[src/hw/rtl/vtab_pkg.sv]
// Shared constants, codes and types of the value table block.
// Used by every module of the block; depends on nothing.
package vtab_pkg;

	localparam int DEPTH      = 16;
	localparam int MAX_OUT    = 16;
	localparam int IDX_W      = $clog2(DEPTH);
	localparam int CNT_W      = $clog2(DEPTH + 1);
	localparam int DATA_W     = 32;
	localparam int OP_W       = 2;
	localparam int STAT_W     = 3;
	localparam int POS_W      = 4;
	localparam int FILL_W     = 5;
	localparam int S_TDATA_W  = 64;
	localparam int M_TDATA_W  = 48;
	localparam int M_FIELDS_W = DATA_W + POS_W + FILL_W;

	localparam logic [OP_W-1:0] OP_INSERT = 2'd0;
	localparam logic [OP_W-1:0] OP_DELETE = 2'd1;
	localparam logic [OP_W-1:0] OP_UPDATE = 2'd2;
	localparam logic [OP_W-1:0] OP_READ   = 2'd3;

	localparam logic [STAT_W-1:0] ST_DONE      = 3'd0;
	localparam logic [STAT_W-1:0] ST_FULL      = 3'd1;
	localparam logic [STAT_W-1:0] ST_NOT_FOUND = 3'd2;
	localparam logic [STAT_W-1:0] ST_READ      = 3'd3;
	localparam logic [STAT_W-1:0] ST_EMPTY     = 3'd4;

	typedef struct packed {
		logic [STAT_W-1:0] status;
		logic [DATA_W-1:0] data;
		logic [POS_W-1:0]  position;
		logic [FILL_W-1:0] fill;
		logic              last;
	} res_t;

	typedef struct packed {
		logic              we;
		logic [IDX_W-1:0]  waddr;
		logic [DATA_W-1:0] wdata;
		logic [IDX_W-1:0]  raddr;
	} mem_req_t;

	function automatic res_t mk_res(input logic [STAT_W-1:0] status,
		input logic [DATA_W-1:0] data, input logic [POS_W-1:0] position,
		input logic [FILL_W-1:0] fill, input logic last);
		res_t r;
		r.status   = status;
		r.data     = data;
		r.position = position;
		r.fill     = fill;
		r.last     = last;
		return r;
	endfunction

endpackage

[src/hw/rtl/vtab_store.sv]
// Entry memory of the value table: one write and one registered read per cycle.
// Depends on vtab_pkg.
module vtab_store (
	input  logic                         clk,
	input  vtab_pkg::mem_req_t           req,
	output logic [vtab_pkg::DATA_W-1:0]  rd_data
);
	import vtab_pkg::*;

	logic [DATA_W-1:0] mem_q [DEPTH];
	logic [DATA_W-1:0] rd_data_q;

	always_ff @(posedge clk) begin
		if (req.we) begin
			mem_q[req.waddr] <= req.wdata;
		end
		rd_data_q <= mem_q[req.raddr];
	end

	assign rd_data = rd_data_q;

endmodule

[src/hw/rtl/vtab_ctrl.sv]
// Command sequencer of the value table: search, shift, update and read-out over the memory.
// Holds the entry count; depends on vtab_pkg.
module vtab_ctrl (
	input  logic                         clk,
	input  logic                         arst_n,
	input  logic                         in_valid,
	output logic                         in_ready,
	input  logic [vtab_pkg::OP_W-1:0]    in_op,
	input  logic [vtab_pkg::DATA_W-1:0]  in_value,
	input  logic [vtab_pkg::DATA_W-1:0]  in_new_value,
	output vtab_pkg::mem_req_t           mem_req,
	input  logic [vtab_pkg::DATA_W-1:0]  rd_data,
	output logic                         res_valid,
	output vtab_pkg::res_t               res,
	input  logic                         res_ready
);
	import vtab_pkg::*;

	localparam logic [2:0] S_IDLE     = 3'd0;
	localparam logic [2:0] S_SCAN     = 3'd1;
	localparam logic [2:0] S_SHIFT    = 3'd2;
	localparam logic [2:0] S_EMIT     = 3'd3;
	localparam logic [2:0] S_RD_ISSUE = 3'd4;
	localparam logic [2:0] S_RD_WAIT  = 3'd5;

	logic [2:0]        state_q;
	logic [CNT_W-1:0]  count_q;
	logic [CNT_W-1:0]  ptr_q;
	logic              rv_s1;
	logic [IDX_W-1:0]  ridx_s1;
	logic [OP_W-1:0]   op_q;
	logic [DATA_W-1:0] key_q;
	logic [DATA_W-1:0] nval_q;
	logic [IDX_W-1:0]  pos_q;
	res_t              res_q;

	logic accept;
	logic issue;
	logic hit;
	logic last_chk;
	logic full;
	logic rd_last;

	assign in_ready = (state_q == S_IDLE);
	assign accept   = in_valid && in_ready;
	assign issue    = ((state_q == S_SCAN) || (state_q == S_SHIFT)) && (ptr_q < count_q);
	assign hit      = rv_s1 && (rd_data == key_q);
	assign last_chk = rv_s1 && ((CNT_W'(ridx_s1) + CNT_W'(1)) == count_q);
	assign full     = (count_q == CNT_W'(DEPTH));
	assign rd_last  = ((ptr_q + CNT_W'(1)) == count_q)
		|| ((ptr_q + CNT_W'(1)) == CNT_W'(MAX_OUT));

	always_comb begin
		mem_req.we    = 1'b0;
		mem_req.waddr = ridx_s1;
		mem_req.wdata = rd_data;
		mem_req.raddr = ptr_q[IDX_W-1:0];
		unique case (state_q)
			S_IDLE: begin
				if (accept && (in_op == OP_INSERT) && !full) begin
					mem_req.we    = 1'b1;
					mem_req.waddr = count_q[IDX_W-1:0];
					mem_req.wdata = in_value;
				end
			end
			S_SCAN: begin
				if (hit && (op_q == OP_UPDATE)) begin
					mem_req.we    = 1'b1;
					mem_req.wdata = nval_q;
				end
			end
			S_SHIFT: begin
				if (rv_s1) begin
					mem_req.we    = 1'b1;
					mem_req.waddr = ridx_s1 - IDX_W'(1);
				end
			end
			default: begin
			end
		endcase
	end

	assign res_valid = (state_q == S_EMIT) || (state_q == S_RD_WAIT);
	assign res = (state_q == S_RD_WAIT)
		? mk_res(ST_READ, rd_data, POS_W'(ptr_q), FILL_W'(count_q), rd_last)
		: res_q;

	always_ff @(posedge clk or negedge arst_n) begin
		if (!arst_n) begin
			state_q <= S_IDLE;
			count_q <= '0;
			ptr_q   <= '0;
			rv_s1   <= 1'b0;
			ridx_s1 <= '0;
			op_q    <= OP_INSERT;
			key_q   <= '0;
			nval_q  <= '0;
			pos_q   <= '0;
			res_q   <= '0;
		end else begin
			rv_s1 <= issue;
			if (issue) begin
				ptr_q   <= ptr_q + CNT_W'(1);
				ridx_s1 <= ptr_q[IDX_W-1:0];
			end
			unique case (state_q)
				S_IDLE: begin
					if (accept) begin
						op_q   <= in_op;
						key_q  <= in_value;
						nval_q <= in_new_value;
						ptr_q  <= '0;
						unique case (in_op)
							OP_INSERT: begin
								if (!full) begin
									res_q <= mk_res(ST_DONE, in_value, POS_W'(count_q),
										FILL_W'(count_q + CNT_W'(1)), 1'b1);
									count_q <= count_q + CNT_W'(1);
								end else begin
									res_q <= mk_res(ST_FULL, in_value, '0, FILL_W'(count_q), 1'b1);
								end
								state_q <= S_EMIT;
							end
							OP_DELETE, OP_UPDATE: begin
								if (count_q == '0) begin
									res_q <= mk_res(ST_NOT_FOUND, in_value, '0, '0, 1'b1);
									state_q <= S_EMIT;
								end else begin
									state_q <= S_SCAN;
								end
							end
							OP_READ: begin
								if (count_q == '0) begin
									res_q <= mk_res(ST_EMPTY, '0, '0, '0, 1'b1);
									state_q <= S_EMIT;
								end else begin
									state_q <= S_RD_ISSUE;
								end
							end
						endcase
					end
				end
				S_SCAN: begin
					if (hit) begin
						if (op_q == OP_UPDATE) begin
							res_q <= mk_res(ST_DONE, nval_q, POS_W'(ridx_s1),
								FILL_W'(count_q), 1'b1);
							state_q <= S_EMIT;
						end else begin
							pos_q   <= ridx_s1;
							state_q <= S_SHIFT;
						end
					end else if (last_chk) begin
						res_q <= mk_res(ST_NOT_FOUND, key_q, '0, FILL_W'(count_q), 1'b1);
						state_q <= S_EMIT;
					end
				end
				S_SHIFT: begin
					if (!issue && !rv_s1) begin
						count_q <= count_q - CNT_W'(1);
						res_q <= mk_res(ST_DONE, key_q, POS_W'(pos_q),
							FILL_W'(count_q - CNT_W'(1)), 1'b1);
						state_q <= S_EMIT;
					end
				end
				S_EMIT: begin
					if (res_ready) begin
						state_q <= S_IDLE;
					end
				end
				S_RD_ISSUE: begin
					state_q <= S_RD_WAIT;
				end
				S_RD_WAIT: begin
					if (res_ready) begin
						ptr_q   <= ptr_q + CNT_W'(1);
						state_q <= rd_last ? S_IDLE : S_RD_ISSUE;
					end
				end
				default: begin
					state_q <= S_IDLE;
				end
			endcase
		end
	end

endmodule

[src/hw/rtl/vtab_obuf.sv]
// Output register of the value table: holds one result until the sink takes it.
// Depends on vtab_pkg.
module vtab_obuf (
	input  logic            clk,
	input  logic            arst_n,
	input  logic            res_valid,
	input  vtab_pkg::res_t  res,
	output logic            res_ready,
	output logic            out_valid,
	input  logic            out_ready,
	output vtab_pkg::res_t  out_res
);
	import vtab_pkg::*;

	logic valid_q;
	res_t res_q;

	assign res_ready = !valid_q || out_ready;
	assign out_valid = valid_q;
	assign out_res   = res_q;

	always_ff @(posedge clk or negedge arst_n) begin
		if (!arst_n) begin
			valid_q <= 1'b0;
		end else if (res_ready) begin
			valid_q <= res_valid;
		end
	end

	always_ff @(posedge clk) begin
		if (res_valid && res_ready) begin
			res_q <= res;
		end
	end

endmodule

[src/hw/rtl/value_table_insert_delete_update_top.sv]
// Value table top level. The insert result is registered in the sequencer, then in the output
// register; delete and update scan the memory one entry per cycle, and delete then moves
// each later entry down one place per cycle. Read fetches each entry by a registered memory
// read, holding each result until it is taken. One command is worked on at a time. Reset
// clears the entry count and the control state; the entry memory itself is not cleared.
module value_table_insert_delete_update_top (
	input  logic                              clk,
	input  logic                              arst_n,
	input  logic                              s_tvalid,
	output logic                              s_tready,
	input  logic [vtab_pkg::S_TDATA_W-1:0]    s_tdata,  // value, new_value
	input  logic [vtab_pkg::OP_W-1:0]         s_tuser,  // op
	output logic                              m_tvalid,
	input  logic                              m_tready,
	output logic [vtab_pkg::M_TDATA_W-1:0]    m_tdata,  // data, position, fill, zero pad
	output logic [vtab_pkg::STAT_W-1:0]       m_tuser,  // status
	output logic                              m_tlast
);
	import vtab_pkg::*;

	mem_req_t          mem_req;
	logic [DATA_W-1:0] rd_data;
	logic              res_valid;
	logic              res_ready;
	res_t              res;
	res_t              out_res;

	vtab_ctrl u_ctrl (
		.clk          (clk),
		.arst_n       (arst_n),
		.in_valid     (s_tvalid),
		.in_ready     (s_tready),
		.in_op        (s_tuser),
		.in_value     (s_tdata[DATA_W-1:0]),
		.in_new_value (s_tdata[2*DATA_W-1:DATA_W]),
		.mem_req      (mem_req),
		.rd_data      (rd_data),
		.res_valid    (res_valid),
		.res          (res),
		.res_ready    (res_ready)
	);

	vtab_store u_store (
		.clk     (clk),
		.req     (mem_req),
		.rd_data (rd_data)
	);

	vtab_obuf u_obuf (
		.clk       (clk),
		.arst_n    (arst_n),
		.res_valid (res_valid),
		.res       (res),
		.res_ready (res_ready),
		.out_valid (m_tvalid),
		.out_ready (m_tready),
		.out_res   (out_res)
	);

	assign m_tdata = {{(M_TDATA_W - M_FIELDS_W){1'b0}}, out_res.fill, out_res.position,
		out_res.data};
	assign m_tuser = out_res.status;
	assign m_tlast = out_res.last;

endmodule

[config.mk]
export PLATFORM = sky130hd
export DESIGN_NAME = value_table_insert_delete_update_top
export DESIGN_NICKNAME = d
export VERILOG_FILES = /design/src/hw/rtl/vtab_pkg.sv /design/src/hw/rtl/vtab_store.sv /design/src/hw/rtl/vtab_ctrl.sv /design/src/hw/rtl/vtab_obuf.sv /design/src/hw/rtl/value_table_insert_delete_update_top.sv
export SDC_FILE = /design/constraint.sdc
export NUM_CORES = 1
export LEC_CHECK = 0
export BUFFER_PORTS_ARGS = -buffer_cell sky130_fd_sc_hd__buf_2
export CELL_PAD_IN_SITES_DETAIL_PLACEMENT = 0
export CELL_PAD_IN_SITES_GLOBAL_PLACEMENT = 1
export CORE_MARGIN = 5
export CORE_UTILIZATION = 45
export CTS_CLUSTER_DIAMETER = 150
export DETAILED_ROUTE_END_ITERATION = 6
export PLACE_DENSITY = 0.81
export SLEW_MARGIN = 20
export SYNTH_ARGS = -nofsm -noshare
export SYNTH_HDL_FRONTEND = slang
export SYNTH_HIERARCHICAL = 1
export SYNTH_SLANG_ARGS = --single-unit
export TNS_END_PERCENT = 5
[constraint.sdc]
create_clock -name clk -period 14.42 [get_ports clk]
set_input_delay 1.442 -clock clk [delete_from_list [all_inputs] [get_ports clk]]
set_output_delay 1.442 -clock clk [all_outputs]
set_load 0.005 [all_outputs]
# Word level (Yosys, flattened, before mapping)

Memory sizes are Yosys's and may differ from the RTL's. A register that Yosys moved wholly into a read port is not among the register bits.
Cells that the tools add are included.

Register bits after elaboration: 179
Memory bits (writable): 512
Output and inout bits: 54
Memories: 1

Memories:

| memory        | words | bits a word | read ports | clocked after memory_dff | write ports | RTL line         | RTL |
|---|---|---|---|---|---|---|---|
| u_store.mem_q | 16    | 32          | 1          | 1                        | 1           | vtab_store.sv:10 | `logic [DATA_W-1:0] mem_q [DEPTH];` |

Add/subtract/negate cells: 5
$lt $le $gt $ge: 1
Equal/unequal tests: 24
Mux-type cells: 41
Bitwise logic cells: 1
Reduce and logical (&&, ||, !) cells: 28

Operators with widths:

| kind                  | count |
|---|---|
| $mux W45              | 7 |
| $pmux W45 S3          | 2 |
| $pmux W32 S2          | 1 |
| $mux W43              | 1 |
| $mux W42              | 1 |
| $mux W5               | 8 |
| $mux W37              | 1 |
| $eq A32 B32 Y1        | 1 |
| $mux W32              | 1 |
| $mux W3               | 8 |
| $pmux W5 S2           | 2 |
| $pmux W3 S6           | 1 |
| $add A5 B1 Y5 const B | 2 |
| $eq A5 B5 Y1          | 2 |
| $eq A5 B5 Y1 const B  | 2 |
| $reduce_and A5 Y1     | 2 |
| $logic_and A1 B1 Y1   | 9 |
| $ne A3 B3 Y1 const B  | 3 |
| $pmux W3 S3           | 1 |
| $ne A2 B2 Y1 const B  | 4 |
| $pmux W4 S2           | 1 |
| $reduce_and A7 Y1     | 1 |
| $eq A2 B2 Y1 const B  | 3 |
| $eq A3 B2 Y1 const B  | 2 |
| 23 further kinds      | 34 |

# Longest topological paths before layout

Depth after elaboration: 8
Depth in mapped cells: 12

# Modules after synthesis

The synthesis kept the hierarchy.

Modules (own cells, without submodules):

| module                               | times used | cells an instance | area each (um2) | sequential area each (um2) |
|---|---|---|---|---|
| vtab_store                           | 1          | 838               | 19835.3         | 16015.4 |
| vtab_ctrl                            | 1          | 824               | 8002.7          | 3328.2 |
| vtab_obuf                            | 1          | 49                | 1405.1          | 1376.3 |
| value_table_insert_delete_update_top | 1          | 8                 | 56.3            | 0.0 |

# Worst setup path before layout

OpenSTA, ideal clock, no wires.

Path type: input to register
Start point: input port s_tuser[0] (netlist bit)
End point: memory u_store.mem_q[0][0] (enable)
Setup time: 461 ps
Arrival: 5388 ps
Setup slack: 8571 ps
Stages: 10
Cells stage by stage: inv_1 ha_1 and3_1 clkbuf_1 buf_2 buf_2 a222oi_1 inv_1 or3b_2 nor3_1

RTL lines:

| what               | RTL line                                   | RTL |
|---|---|---|
| start: declaration | value_table_insert_delete_update_top.sv:12 | `input logic [vtab_pkg::OP_W-1:0] s_tuser,` |
| end: declaration   | vtab_store.sv:10                           |  |

==> flow_metrics.tcl <==
set metrics [dict create \
    outcome "finished, violations left" \
    violations "design-rule violations" \
    synth_area_leaders "edfxtp_1 57%, dfrtp_1 11%, mux4_2 9.8%" \
    crit_start "u_ctrl/state_q[1]$_DFFE_PN0P_" \
    insertion_delay_ns 0.61 \
    synth-edff-count 557 \
    core_area_mm2 0.0645 \
    synthFlopType "edfxtp_1" \
    cts_setup_buffers 0 \
    clock_path_buffers 3 \
    drv_slew 0 \
    synth_top_area_share_pct 57.1 \
    max_cap_viol_count 0 \
    end_kind "flip-flop" \
    async_flop_share_pct 18.5 \
    rsz0062_at_grt "no" \
    routed-via-count 16700 \
    vias_per_cell 6.07 \
    area_delta_synth_final_pct 13.3 \
    hp-class "reg -> reg" \
    synth_warnings 6 \
    fin_crit_ns 5.79 \
    antenna_found_initial 2 \
    cts_hold_buf 0 \
    root_buffer "clkbuf_16" \
    synthCells 1719 \
    fin_ws_ns 8.63 \
    portBuffers 116 \
    htreeDepth 3 \
    hold_viol_final 0 \
    final_nets 1921 \
    grt_pass1_wl_mm 111 \
    grtUsageMet2_pct 33.5 \
    grt_max_degree 76 \
    finalCritPeriodShare_pct 40.1 \
    cts_tree "done" \
    die_y_um 265 \
    hp-start "u_ctrl/res_q[0]$_DFFE_PN0P_" \
    crit_arrival_ns 6.02 \
    grt-busiest-layer "met2" \
    clkTransAtPathRegs_ns 0.06 \
    final_antenna_net_count 0 \
    fin_setup_tns_ns 0 \
    cts-resized-gates 0 \
    critPathKind "reg -> reg" \
    synth_cell_types 64 \
    synth_area_leader_cell "edfxtp_1" \
    ir_worst_vdd_uv 118 \
    yosysMostFrequentCell "edfxtp_1" \
    dp_slack_ns 8.18 \
    pin_count 124 \
    place_congestion 0.841 \
    slew_headroom_pct 19.8 \
    fin_skew_ns 0.0261 \
    worst-path-max-fanout 75 \
    drc 5 \
    grt.total_usage_pct 20.9 \
    fillCellCount 5126 \
    cts_buffers 73 \
    synth.avg_cell_area_um2 17.0 \
    yosys_register_bits 723 \
    syn_area_mm2 0.0293 \
    clock.fmax_ghz 0.173 \
    synthTopCellsByCount "557 x edfxtp_1, 156 x nand2_1, 134 x dfrtp_1, 128 x mux4_2, 74 x mux2_2" \
    grt_pass1_vias 16900 \
    numClockSinks 723 \
    p_per_area_mw_per_mm2 225 \
    dieArea_mm2 0.0703 \
    crit_path_start_kind "flip-flop" \
    r2r-start "u_ctrl/state_q[1]$_DFFE_PN0P_" \
    dp_hpwl_mm 44.2 \
    rows 93 \
    tightestPinTransition_ns 1.20 \
    start_util_pct 45.5 \
    synth-seq-area-share_pct 70.7 \
    drtPass1Iterations 7 \
    met1_usage_pct 30.3 \
    grtUsageMet3_pct 3.81 \
    reg2reg_slack_ns 8.63 \
    cp.required_ns 14.65 \
    wire_per_inst_um 27.1 \
    p_leak_nw 11.6 \
    fp.dieW_um 265 \
    drt_wl_total_mm 74.6 \
    drive_above_1_share_pct 26.4 \
    drt_iter0_markers 1958 \
    overflow 0 \
    finalSetupViolations 0 \
]
-- routing by layer --
metal / up-vias / share of wire [%] / wire [µm]
met1: 8657 / 41 / 30500
met4: 0 / 1.8 / 1330
met5: - / 0 / 0
li1: 6993 / - / -
met3: 96 / 9.6 / 7160
met2: 935 / 48 / 35600
-- flip-flops by register name, indices dropped and copies added (netlist names) --
| name | count |
|---|---|
| u_ctrl/pos_q | 4 |
| u_ctrl/ridx_s1 | 4 |
| u_obuf/out_valid | 1 |
| u_ctrl/nval_q | 32 |
| u_ctrl/rv_s1 | 1 |
| u_ctrl/op_q | 2 |
| u_ctrl/count_q | 5 |
| u_store/mem_q | 512 |
| u_store/rd_data | 32 |
| u_ctrl/res_q | 45 |
| u_ctrl/key_q | 32 |
| u_obuf/out_res | 45 |
| u_ctrl/ptr_q | 5 |
| u_ctrl/state_q | 3 |
-- stage by stage --
stage          total power (W)  cell area, µm²  hold slack [ns]  cells  util [%]
3_3_place_gp           0.00558           30800            0.450   2608      47.8
6_report               0.00748           33200            0.467   2748      51.5
4_1_cts                0.00748           33100            0.468   2742      51.3
3_5_place_dp           0.00566           30800            0.452   2609      47.8
5_1_grt                0.00784           33200            0.495   2747      51.5
2_1_floorplan          0.00484           29300            0.434   1725         -
-- worst paths after layout --
check,end,cells after the start
hold reg to reg,u_ctrl/res_q[0]$_DFFE_PN0P_,1
max in group asynchronous,u_ctrl/key_q[10]$_DFFE_PN0P_,2
setup / recovery,u_store/mem_q[8][30]$_DFFE_PP_,11
setup reg to reg,u_store/mem_q[8][30]$_DFFE_PP_,11
min in group asynchronous,u_ctrl/res_q[42]$_DFFE_PN0P_,1
hold / removal,u_ctrl/res_q[0]$_DFFE_PN0P_,1
-- report_power, final --
group	internal (W)	leakage, nW	total [W]	switching [W]
sequential	0.00291	6.91	0.00327	0.000364
combinational	0.000959	3.60	0.00241	0.00145
clock	0.00103	1.11	0.00180	0.000775
total	0.00490	11.6	0.00748	0.00258
-- cell type report --
class                      count  area, µm²  share of cell area (%)
clock inverter                27        198                   0.596
inverter                      29        109                   0.328
clock buffer                 106       2050                    6.19
timing repair buffer         154        977                    2.94
multi-input combinational    853       8060                    24.3
antenna                        1       2.50                 0.00754
sequential                   723      20700                    62.4
tap                          855       1070                    3.22
-- cells in the final DEF (no fill, tap or decap), drive strengths merged, types with 3 or more instances in the layout --
cell / n
xor2: 9
nor2: 37
o21a: 3
a21oi: 67
inv: 31
mux2: 74
dfxtp: 32
a22o: 32
nand2: 157
o211ai: 3
a31oi: 6
and2: 6
buf: 154
ha: 17
nand4: 7
nand3b: 3
a22oi: 66
clkinv: 22
xnor2: 40
mux2i: 12
mux4: 128
and3: 6
a222oi: 35
nor3: 9
a21o: 33
nor2b: 5
edfxtp: 557
a221o: 3
conb: 7
or3b: 3
nand3: 16
nand2b: 11
dfrtp: 134
o21ai: 31
clkbuf: 106
-- worst max-delay path, cell delays in order (launching register included) --
cell,delay [ns]
dfrtp_1,0.50
nor3_1,0.48
and2_4,0.22
buf_4,0.82
and3_2,0.31
buf_4,0.49
o21ai_0,0.20
a222oi_1,0.37
inv_1,0.14
nand3b_1,0.38
nor3_2,0.88
buf_4,0.57
-- cell families (layout without fill, tap and decap cells) --
family          count (synthesis)  in the layout  synth area share, %
mux                           214            214                 13.1
flops                         723            723                 70.7
buf+inv                       149            316                 2.40
compound gates                294            294                 7.29
fa+ha+maj                      17             17                0.726
other cells                     1              8               0.0128
simple gates                  272            272                 4.30
xor+xnor                       49             49                 1.46
(Power assumes the default switching activity.)
